<file path="src/hw/rtl/ccdrbg_pkg.sv">
// ----------------------------------------------------------------------------
// ccdrbg_pkg
// Shared types and constants of the ChaCha20 keystream generator.
// ----------------------------------------------------------------------------
package ccdrbg_pkg;

  localparam int unsigned DoubleRoundsDefault = 10;
  localparam int unsigned NumCfg = 7;
  localparam int unsigned CfgIdxW = 3;
  localparam int unsigned CfgDataW = 64;
  localparam int unsigned QueueDepth = 2;

  localparam logic [1:0] ModeSeed     = 2'd0;
  localparam logic [1:0] ModeEntropy  = 2'd1;
  localparam logic [1:0] ModeGenerate = 2'd2;
  localparam logic [1:0] ModeUnused   = 2'd3;

  localparam logic [CfgIdxW-1:0] CfgSeed0  = 3'd0;
  localparam logic [CfgIdxW-1:0] CfgSeed1  = 3'd1;
  localparam logic [CfgIdxW-1:0] CfgSeed2  = 3'd2;
  localparam logic [CfgIdxW-1:0] CfgSeed3  = 3'd3;
  localparam logic [CfgIdxW-1:0] CfgNonceA = 3'd4;
  localparam logic [CfgIdxW-1:0] CfgNonceB = 3'd5;
  localparam logic [CfgIdxW-1:0] CfgNonceC = 3'd6;

  localparam logic [31:0] Sigma0 = 32'h61707865;
  localparam logic [31:0] Sigma1 = 32'h3320646e;
  localparam logic [31:0] Sigma2 = 32'h79622d32;
  localparam logic [31:0] Sigma3 = 32'h6b206574;

  typedef struct packed {
    logic [1:0]  mode;
    logic [6:0]  byte_count;
    logic        end_of_call;
    logic [7:0]  entropy_byte;
    logic [31:0] timestamp_low;
  } in_item_t;

  typedef struct packed {
    logic [63:0] data_word;
    logic [3:0]  valid_bytes;
    logic        last_word;
  } out_item_t;

  // Job handed from front to back: a generate request.
  typedef struct packed {
    logic [6:0] byte_count;  // saturated to 64
    logic       rekey;
  } job_t;

  typedef logic [15:0][31:0] block_t;

  function automatic logic [31:0] rotl(logic [31:0] v, int unsigned n);
    return (v << n) | (v >> (32 - n));
  endfunction

  // One quarter round on four words.
  function automatic logic [127:0] qround(logic [31:0] a, logic [31:0] b,
                                          logic [31:0] c, logic [31:0] d);
    logic [31:0] ra;
    logic [31:0] rb;
    logic [31:0] rc;
    logic [31:0] rd;
    ra = a + b;  rd = rotl(d ^ ra, 16);
    rc = c + rd; rb = rotl(b ^ rc, 12);
    ra = ra + rb; rd = rotl(rd ^ ra, 8);
    rc = rc + rd; rb = rotl(rb ^ rc, 7);
    return {ra, rb, rc, rd};
  endfunction

  function automatic block_t double_round(block_t x);
    block_t y;
    block_t z;
    y = x;
    {y[0], y[4], y[8],  y[12]} = qround(x[0], x[4], x[8],  x[12]);
    {y[1], y[5], y[9],  y[13]} = qround(x[1], x[5], x[9],  x[13]);
    {y[2], y[6], y[10], y[14]} = qround(x[2], x[6], x[10], x[14]);
    {y[3], y[7], y[11], y[15]} = qround(x[3], x[7], x[11], x[15]);
    z = y;
    {z[0], z[5], z[10], z[15]} = qround(y[0], y[5], y[10], y[15]);
    {z[1], z[6], z[11], z[12]} = qround(y[1], y[6], y[11], y[12]);
    {z[2], z[7], z[8],  z[13]} = qround(y[2], y[7], y[8],  y[13]);
    {z[3], z[4], z[9],  z[14]} = qround(y[3], y[4], y[9],  y[14]);
    return z;
  endfunction

endpackage

</file>
<file path="src/hw/rtl/ccdrbg_front.sv">
// ----------------------------------------------------------------------------
// ccdrbg_front
// Accepts items, decodes the mode and queues generate requests.
// Seed and entropy items need the key state, so the front waits until the
// back has drained all queued work before handling them.
// ----------------------------------------------------------------------------
module ccdrbg_front (
  input  logic                  clk_i,
  input  logic                  rst_ni,
  input  logic                  in_valid,
  output logic                  in_stall,
  input  ccdrbg_pkg::in_item_t  in_data,
  input  logic                  back_idle_i,
  output logic                  seed_o,
  output logic                  entropy_o,
  output ccdrbg_pkg::in_item_t  item_o,
  output logic                  job_valid_o,
  output ccdrbg_pkg::job_t      job_o,
  input  logic                  job_pop_i
);

  localparam int unsigned PtrW = $clog2(ccdrbg_pkg::QueueDepth);

  ccdrbg_pkg::job_t          fifo_q [ccdrbg_pkg::QueueDepth];
  logic [PtrW-1:0]           wr_ptr_q, wr_ptr_d, rd_ptr_q, rd_ptr_d;
  logic [PtrW:0]             cnt_q, cnt_d;
  logic                      is_gen, is_state, fifo_full, accept, push;
  ccdrbg_pkg::job_t          new_job;

  assign is_gen    = in_data.mode == ccdrbg_pkg::ModeGenerate;
  assign is_state  = in_data.mode == ccdrbg_pkg::ModeSeed ||
                     in_data.mode == ccdrbg_pkg::ModeEntropy;
  assign fifo_full = cnt_q == (PtrW+1)'(ccdrbg_pkg::QueueDepth);
  // Hold state-changing items until queued generates have run.
  assign in_stall  = is_gen ? fifo_full
                            : (is_state && !(back_idle_i && cnt_q == '0));
  assign accept    = in_valid && !in_stall;
  // Queue every generate: even an empty one seeds an unseeded core.
  assign push      = accept && is_gen;

  assign new_job.byte_count = (in_data.byte_count > 7'd64) ? 7'd64 : in_data.byte_count;
  assign new_job.rekey      = in_data.end_of_call;

  assign seed_o    = accept && in_data.mode == ccdrbg_pkg::ModeSeed;
  assign entropy_o = accept && in_data.mode == ccdrbg_pkg::ModeEntropy;
  assign item_o    = in_data;

  assign job_valid_o = cnt_q != '0;
  assign job_o       = fifo_q[rd_ptr_q];

  always_comb begin
    wr_ptr_d = push ? wr_ptr_q + 1'b1 : wr_ptr_q;
    rd_ptr_d = job_pop_i ? rd_ptr_q + 1'b1 : rd_ptr_q;
    cnt_d    = cnt_q + (PtrW+1)'(push) - (PtrW+1)'(job_pop_i);
  end

  always_ff @(posedge clk_i or negedge rst_ni) begin
    if (!rst_ni) begin
      wr_ptr_q <= '0;
      rd_ptr_q <= '0;
      cnt_q    <= '0;
    end else begin
      wr_ptr_q <= wr_ptr_d;
      rd_ptr_q <= rd_ptr_d;
      cnt_q    <= cnt_d;
    end
  end

  always_ff @(posedge clk_i) begin
    if (push) begin
      fifo_q[wr_ptr_q] <= new_job;
    end
  end

endmodule

</file>
<file path="config.mk">
export PLATFORM = sky130hd
export DESIGN_NAME = ccdrbg_front
export DESIGN_NICKNAME = d
export VERILOG_FILES = /design/src/hw/rtl/ccdrbg_pkg.sv /design/src/hw/rtl/ccdrbg_front.sv
export SDC_FILE = /design/constraint.sdc
export NUM_CORES = 1
export LEC_CHECK = 0
export BUFFER_PORTS_ARGS = -buffer_cell sky130_fd_sc_hd__buf_2
export CELL_PAD_IN_SITES_DETAIL_PLACEMENT = 1
export CELL_PAD_IN_SITES_GLOBAL_PLACEMENT = 1
export CORE_UTILIZATION = 26
export CTS_BUF_LIST = sky130_fd_sc_hd__clkbuf_4
export DETAILED_ROUTE_END_ITERATION = 6
export GPL_TIMING_DRIVEN = 0
export HOLD_SLACK_MARGIN = 0.08
export PLACE_DENSITY = 0.89
export SLEW_MARGIN = 5
export SYNTH_ARGS = -nofsm -noshare
export SYNTH_HDL_FRONTEND = slang
export SYNTH_SLANG_ARGS = --single-unit
</file>
<file path="constraint.sdc">
create_clock -name clk_i -period 2.1 [get_ports clk_i]
set_input_delay 0 -clock clk_i [delete_from_list [all_inputs] [get_ports clk_i]]
set_output_delay 0 -clock clk_i [all_outputs]
set_load 0.02 [all_outputs]
</file>
* Yosys cells after proc, flatten, opt, wreduce, memory -nomap -nowiden
Memory sizes are Yosys's and may differ from the RTL's.
Index checks and enable logic that the tools add are counted.
** Word-level totals
- Register bits :: 4
- Memory bits (writable) :: 16
- Input port bits :: 55
- Memories kept :: 1
** Operators by class
- $add $sub $neg :: 4
- $lt $le $gt $ge :: 1
- Eq/ne operators :: 3
- Muxes and demuxes :: 4
- Reductions and logical operators :: 12
** Memory list
- fifo_q :: words 2, bits a word 8, rd ports 1, clocked after Yosys merged registers in 0, write ports 1, line ccdrbg_front.sv:24 : ccdrbg_pkg::job_t fifo_q [ccdrbg_pkg::QueueDepth];
** Operator list (count)
- 7-bit > comparator, second input constant :: 1
- 7-bit 2-to-1 mux :: 1
- 1-bit logical AND :: 6
- 2-bit equality test, second input constant :: 2
- 2-bit zero test :: 2
- 1-bit 2-to-1 mux :: 3
- 1-bit adder, second input constant :: 2
- 2-bit by 1-bit adder with 2-bit output :: 1
- 2-bit by 1-bit equality test with 1-bit output, second input constant :: 1
- 1-bit zero test :: 2
- 2-bit nonzero test :: 1
- 2-bit by 1-bit subtractor with 2-bit output :: 1
- 1-bit logical OR :: 1

* Logic depth before layout (Yosys ltp)
Gate-level depths: netlist of run 1.
- Word-level depth :: 10
- Depth in mapped cells :: 7
- Mapped depth without buffers :: 7

* Worst setup path after synthesis of run 1
Ideal clock, no wire load.
- Kind :: reg-to-reg
- Start :: register cnt_q[1]
- End :: register cnt_q[1]
- Setup time :: 0.123 ns
- Data arrival time :: 1.378 ns
- Path slack :: 0.599 ns
- Stages on the path, launching flop included :: 8
- Buffers on the path :: 0
- Period minus slack after synthesis :: 1.501 ns
- Path through :: dfrtp_1 > inv_1 > o2111ai_2 > ha_1 > inv_1 > ha_1 > xnor2_1 > xnor2_1
** On the way
- Longest elaborated chain between the ends :: 10
- Elaborated cells on any way between the ends :: 11
** RTL lines
- start, declared :: line ccdrbg_front.sv:26 : logic [PtrW:0] cnt_q, cnt_d;
- start signal, assigned :: line ccdrbg_front.sv:65 : cnt_q <= cnt_d;
- 2-bit zero test :: line ccdrbg_front.sv:36 : : (is_state && !(back_idle_i && cnt_q == '0));
- 1-bit logical AND :: line ccdrbg_front.sv:36
- 1-bit zero test :: line ccdrbg_front.sv:36
- 1-bit logical AND :: line ccdrbg_front.sv:36
- 1-bit 2-to-1 mux :: line ccdrbg_front.sv:35 : assign in_stall = is_gen ? fifo_full
- 1-bit zero test :: line ccdrbg_front.sv:37 : assign accept = in_valid && !in_stall;
- 1-bit logical AND :: line ccdrbg_front.sv:37
- 1-bit logical AND :: line ccdrbg_front.sv:39 : assign push = accept && is_gen;
- 2-bit by 1-bit adder with 2-bit output * :: line ccdrbg_front.sv:54 : cnt_d = cnt_q + (PtrW+1)'(push) - (PtrW+1)'(job_pop_i);
- 2-bit by 1-bit subtractor with 2-bit output * :: line ccdrbg_front.sv:54
- via cnt_d[1] :: line ccdrbg_front.sv:26
Mark *: on every way through the listed nets, which the timed path passes. The rest lies on a longest branch.
A chain may end at the register's enable or synchronous reset.

* Final worst setup path of run 1
Ends and elaborated chain as after synthesis.

==> results of run 1 <==
## synthesized netlist by cell type
cell type,number
o2111ai_2,1
or2_4,1
o21ai_0,2
buf_4,50
or3_4,1
mux2_1,6
clkbuf_1,1
nand2_1,2
nor2_2,2
xor2_1,1
mux2_2,2
dfrtp_1,4
xnor2_1,3
edfxtp_1,16
ha_1,2
nor2b_1,7
inv_1,4
buf_2,1
nor2_1,2
## power by group through the flow
stage | Sequential [uW] | Clock (uW) | Combinational, uW
detailed placement | 542 | 0 | 598
floorplan | 532 | 0 | 422
CTS | 534 | 179 | 612
finish | 535 | 176 | 603
global placement | 539 | 0 | 568
global route | 544 | 197 | 646
## cell type report
type                       instances  area [um2]
buffer                            52         384
timing repair buffer              84         460
clock inverter                     1        3.75
inverter                           4        15.0
multi-input combinational         32         267
tap                               52        65.1
clock buffer                       3        22.5
fill                             539        2680
sequential                        20         581
## cell families (layout without fill, tap and decap cells)
family / after synthesis / after routing
AOI/OAI and AO/OA: 3 / 3
xor gates and xnor gates: 4 / 4
muxes: 8 / 8
and+or+nand+nor: 15 / 15
adders and majority gates: 2 / 2
buffers and inverters: 56 / 144
DFF: 20 / 20
## sequential cells by signal, summed over array words and instances, names as in the netlist
signal    count
fifo_q       16
cnt_q         2
rd_ptr_q      1
wr_ptr_q      1
## per-layer routing
metal / track usage [%] / routed length, um
met3: 0.985 / 122
met2: 24.3 / 1940
met4: 4.89 / 63
met5: 0 / 0
met1: 9.45 / 927
## per-stage QoR
step	hold slack [ps]	setup WS [ps]	utilization [%]	cells
after global routing	106	286	40.2	248
after CTS	80.0	417	40.2	248
final	77.6	407	40.2	248
after detailed placement	-186	430	37.8	236
after global placement	-191	474	37.8	236
after floorplan	-296	599	-	108
## final timing paths
check / to / slack [ps] / depth (start not counted) / startpoint
worst max-delay path: cnt_q[1] / 410 / 7 / cnt_q[1]
worst max register to register: cnt_q[1] / 410 / 7 / cnt_q[1]
min in group asynchronous: cnt_q[1] / 620 / 3 / rst_ni
worst min-delay path: fifo_q[0][2] / 80 / 2 / in_data[42]
max in group asynchronous: rd_ptr_q / 1310 / 3 / rst_ni
worst min register to register: wr_ptr_q / 510 / 1 / wr_ptr_q
## timing repair
action	in CTS	in global routing
endpoints found under the hold margin	12	0
hold buffers	8	0
gates resized for setup	0	0
==> results.toml, run 1 <==
[run_status]
outcome = "finished with violations"
violations = "DRC"

[detailed_routing]
drc = 3
wl_per_cell_um = 12.3
ant_nets = 0
drt_iter0_markers = 12
vias = 984
vias_per_cell = 3.97
dr.pass1.iters = 5
wl_um = 3060

[logic_synthesis]
synth_area_mm2 = 0.00125
synthCells = 108
yosys_warnings = 0
ys_seq_elements = 20
synth_top_family_by_area = "buffers and inverters"
synth-compound-area-share_pct = 2.01
synthXorXnorAreaFrac_pct = 2.81
ys_types = 19
yosys.area.top_type = "edfxtp_1"
synth.area.top_cells = "edfxtp_1 39%, buf_4 30%, dfrtp_1 8.0%"
synth_nets = 165
synth_top_area_share_pct = 38.6
syn_area_per_cell_um2 = 11.5
synth-simple-area-share_pct = 7.33
synth_fa_ha_area_share_pct = 2.01
synth.mux.area_fraction_pct = 7.23
synth-seq-area-share_pct = 46.6

[clock_tree]
h-tree-depth = 1
insertion_delay_ps = 280
clock-root-buffer = "clkbuf_4"
cts_made_buffers = 3
path_clk_slew_ps = 110
postCtsSetupBuffers = 0
cts_tree = "yes"
cts_sinks = 20
cts_buffer_depth = 2

[placed_design]
port_buffers = 76
place_area_mm2 = 0.00169
routabilityCongestion = 0.692
post-dp-hpwl_um = 2520

[die]
initial_utilization_pct = 27.9
fp.dieW_um = 71.2
dieArea_mm2 = 0.00507
rows = 24
fp.dieH_um = 71.2
ios = 117
coreArea_mm2 = 0.00447

[sta]
period_needed_ps = 1690
fin_setup_tns_ps = 0
rsz0062_at_grt = "no"
final_max_slew_viol_count = 0
worstMarginPinSlew_ps = 705
skew_ps = 5.54
setup_viol_count_final = 0
post-route-period-util_pct = 80.6
fmax_mhz = 591
hold_viol = 0
relSlewSlack_pct = 52.8

[global_route]
grt_pass1_vias = 926
grt_pass1_wl_um = 4220
grt_use_total_pct = 11.0
antenna_found_initial = 0
grt_max_degree = 12
grt.overflow.total = 0

[pwr]
clockPowerShare_pct = 13.4
power_uw = 1310
switching_share_pct = 36.8
power.density_mw_per_mm2 = 731
leakage_uw = 0.000903
p_comb_share_pct = 45.9
intPower_uw = 831
pwr-share-seq_pct = 40.7
power.net_switching_uw = 484
ir_drop_uv = 275

[critical_path]
cp_max_fo = 4
crit_chain = "inv_1 -> o2111ai_2 -> ha_1 -> inv_1 -> ha_1 -> xnor2_1 -> xnor2_1"
crit_buf_inv = 2
slowest_stage = "dfrtp_1"
worstSetupEndpointType = "register"
cp.arrival_ps = 1910
critPathRequiredTime_ps = 2310
start_kind = "register"
cp_top_family = "adder cells"
max_stage_delay_ps = 440
path_class = "register to register"

[final_layout]
final_common_cell = "buf_2"
antenna_cells = 0
nets = 254
final_cell_mix = "77 x buf_2, 50 x buf_4, 16 x edfxtp_1"
fin_area_mm2 = 0.00180
syn2layout_area_growth_pct = 44.3
drive_above_1_share_pct = 69.9

[hold_path]
hold_path_class = "input pin to register"

[flow_run]
maxCapViolCount = 0
Note: power is estimated with default switching activity, not from simulation.
==> run 2, diff against run 1 <==
==> constraint.sdc (replaced) <==
create_clock -name clk_i -period 1.68 [get_ports clk_i]
set_input_delay 0 -clock clk_i [delete_from_list [all_inputs] [get_ports clk_i]]
set_output_delay 0 -clock clk_i [all_outputs]
set_load 0.02 [all_outputs]
==> run 2 against run 1 <==
The run still ends with DRC left. Register-to-register slack got worse by 380 ps. Critical path depth is the same. Combinational power is 37% higher. Final area rose by 2.4%. Clock power is 27% higher. First-iteration DRC count grew 58%. Final cell count is 0.81% higher. Clock skew increased by 2.7 ps. Critical path type unchanged. Critical endpoint unchanged.
==> results.toml, run 2 (synthesis gave the netlist of run 1 again) <==
[die]
coreArea_mm2 = 0.00447
rows = 24
fp.dieH_um = 71.2
fp.dieW_um = 71.2
ios = 117
dieArea_mm2 = 0.00507
initial_utilization_pct = 27.9

[detailed_routing]
dr.pass1.iters = 5
ant_nets = 0
top_layer_used = "met4"
drt_iter0_markers = 19
wl_per_cell_um = 12.6
dr_wl_met3_um = 134
vias = 1002
wl_met1_um = 988
wl_um = 3160
drc = 3
vias_per_cell = 4.01
route.met2.wl_um = 1970

[global_route]
grt_pass1_vias = 921
grt_pass1_wl_um = 4220
grt_max_degree = 12
grt.overflow.total = 0
grt_use_total_pct = 11.0
antenna_found_initial = 0

[final_layout]
drive_above_1_share_pct = 72.7
finalNonFillerCells = 250
syn2layout_area_growth_pct = 47.7
fillers = 535
antenna_cells = 0
seqCellArea_um2 = 582
largestRegisters = "fifo_q x16, cnt_q x2"
multi_input_area_um2 = 293
regMostFlops = "fifo_q"
final_cell_mix = "77 x buf_2, 52 x buf_4, 16 x edfxtp_1"
final_common_cell = "buf_2"
largest_reg_flops = 16
fin_area_mm2 = 0.00184
nets = 256

[pwr]
power.density_mw_per_mm2 = 936
switching_share_pct = 37.1
p_comb_share_pct = 48.0
leakage_uw = 0.000915
pwr-share-seq_pct = 39.1
intPower_uw = 1080
ir_drop_uv = 345
power_uw = 1720
clockPowerShare_pct = 12.9
power.net_switching_uw = 640

[critical_path]
crit_path_start = "cnt_q[1]"
cp.arrival_ps = 1870
r2r_slack_ps = 30
start_kind = "register"
path_class = "register to register"
worstSetupEndpointType = "register"
r2r-start = "cnt_q[1]"
cp_max_fo = 4
critPathRequiredTime_ps = 1900

[sta]
rsz0062_at_grt = "yes"
setup_viol_count_final = 0
final_max_slew_viol_count = 0
relSlewSlack_pct = 70.5
period_needed_ps = 1650
hold_viol = 0
worstMarginPinSlew_ps = 442
fmax_mhz = 605
post-route-period-util_pct = 98.3
timing.hold.ws_ps = 81.9
skew_ps = 8.27

[clock_tree]
clock-root-buffer = "clkbuf_4"
h-tree-depth = 1
cts_tree = "yes"
path_clk_slew_ps = 110
cts_buffer_depth = 2
insertion_delay_ps = 290
cts_made_buffers = 3
cts_sinks = 20

[run_status]
outcome = "finished with violations"
violations = "DRC"

[placed_design]
routabilityCongestion = 0.692
post-dp-hpwl_um = 2520
port_buffers = 76
numPlacedInstances = 236
place_area_mm2 = 0.00169

[hold_path]
hold_path_class = "input pin to register"
hold_path_startpoint = "in_data[42]"

[flow_run]
maxCapViolCount = 0
[run 2: through the flow]
| step | utilization, % | setup TNS (ps) | worst slack, ps |
|---|---|---|---|
| after floorplan | - | 0 | 179 |
| after global placement | 37.8 | 0 | 54.4 |
| after detailed placement | 37.8 | 0 | 9.65 |
| after CTS | 40.4 | 0 | 0.980 |
| after global routing | 41.1 | -68.3 | -62.4 |
| final | 41.1 | 0 | 27.8 |
[run 2: power groups by stage]
stage	Clock [uW]	Combinational [uW]	Sequential (uW)
floorplan	0	528	665
CTS	224	775	668
global placement	0	710	674
global route	248	882	683
detailed placement	0	747	677
finish	223	826	673
[run 2: routing by layer]
metal | track usage [%] | up-vias
met5 | 0 | -
met3 | 1.41 | 4
met1 | 9.45 | 477
li1 | - | 484
met4 | 4.89 | 0
met2 | 24.1 | 37
[run 2: layout make-up]
| cell class | instances | share of cell area [%] |
|---|---|---|
| inverters | 4 | 0.816 |
| clock buffers | 3 | 1.22 |
| flip-flops and latches | 20 | 31.6 |
| well taps | 52 | 3.54 |
| repair buffers | 86 | 25.8 |
| multi-input cells | 32 | 15.9 |
| clock inverters | 1 | 0.204 |
| plain buffers | 52 | 20.9 |
[run 2: path summary, 6_finish.rpt]
| kind | end | depth (start not counted) |
|---|---|---|
| worst max-delay path | cnt_q[1] | 7 |
| worst min-delay path | fifo_q[0][2] | 2 |
| max in group asynchronous | cnt_q[0] | 3 |
| worst min register to register | wr_ptr_q | 1 |
| worst max register to register | cnt_q[1] | 7 |
| min in group asynchronous | wr_ptr_q | 3 |
[run 2: what timing repair did]
action / CTS / global route
endpoints found under the hold margin: 12 / 0
buffers inserted: 0 / 2
pin swaps: 0 / 1
gates cloned: 0 / 0
endpoints found under the setup margin: 17 / 20
resized for setup: 1 / 5
hold buffers: 8 / 0
[run 2: critical path, stage by stage, from the launching register on]
cell and delay [ps]:
dfrtp_1 420, inv_1 110, o2111ai_4 260, ha_1 290
inv_1 70, ha_2 200, xnor2_2 120, xnor2_1 130
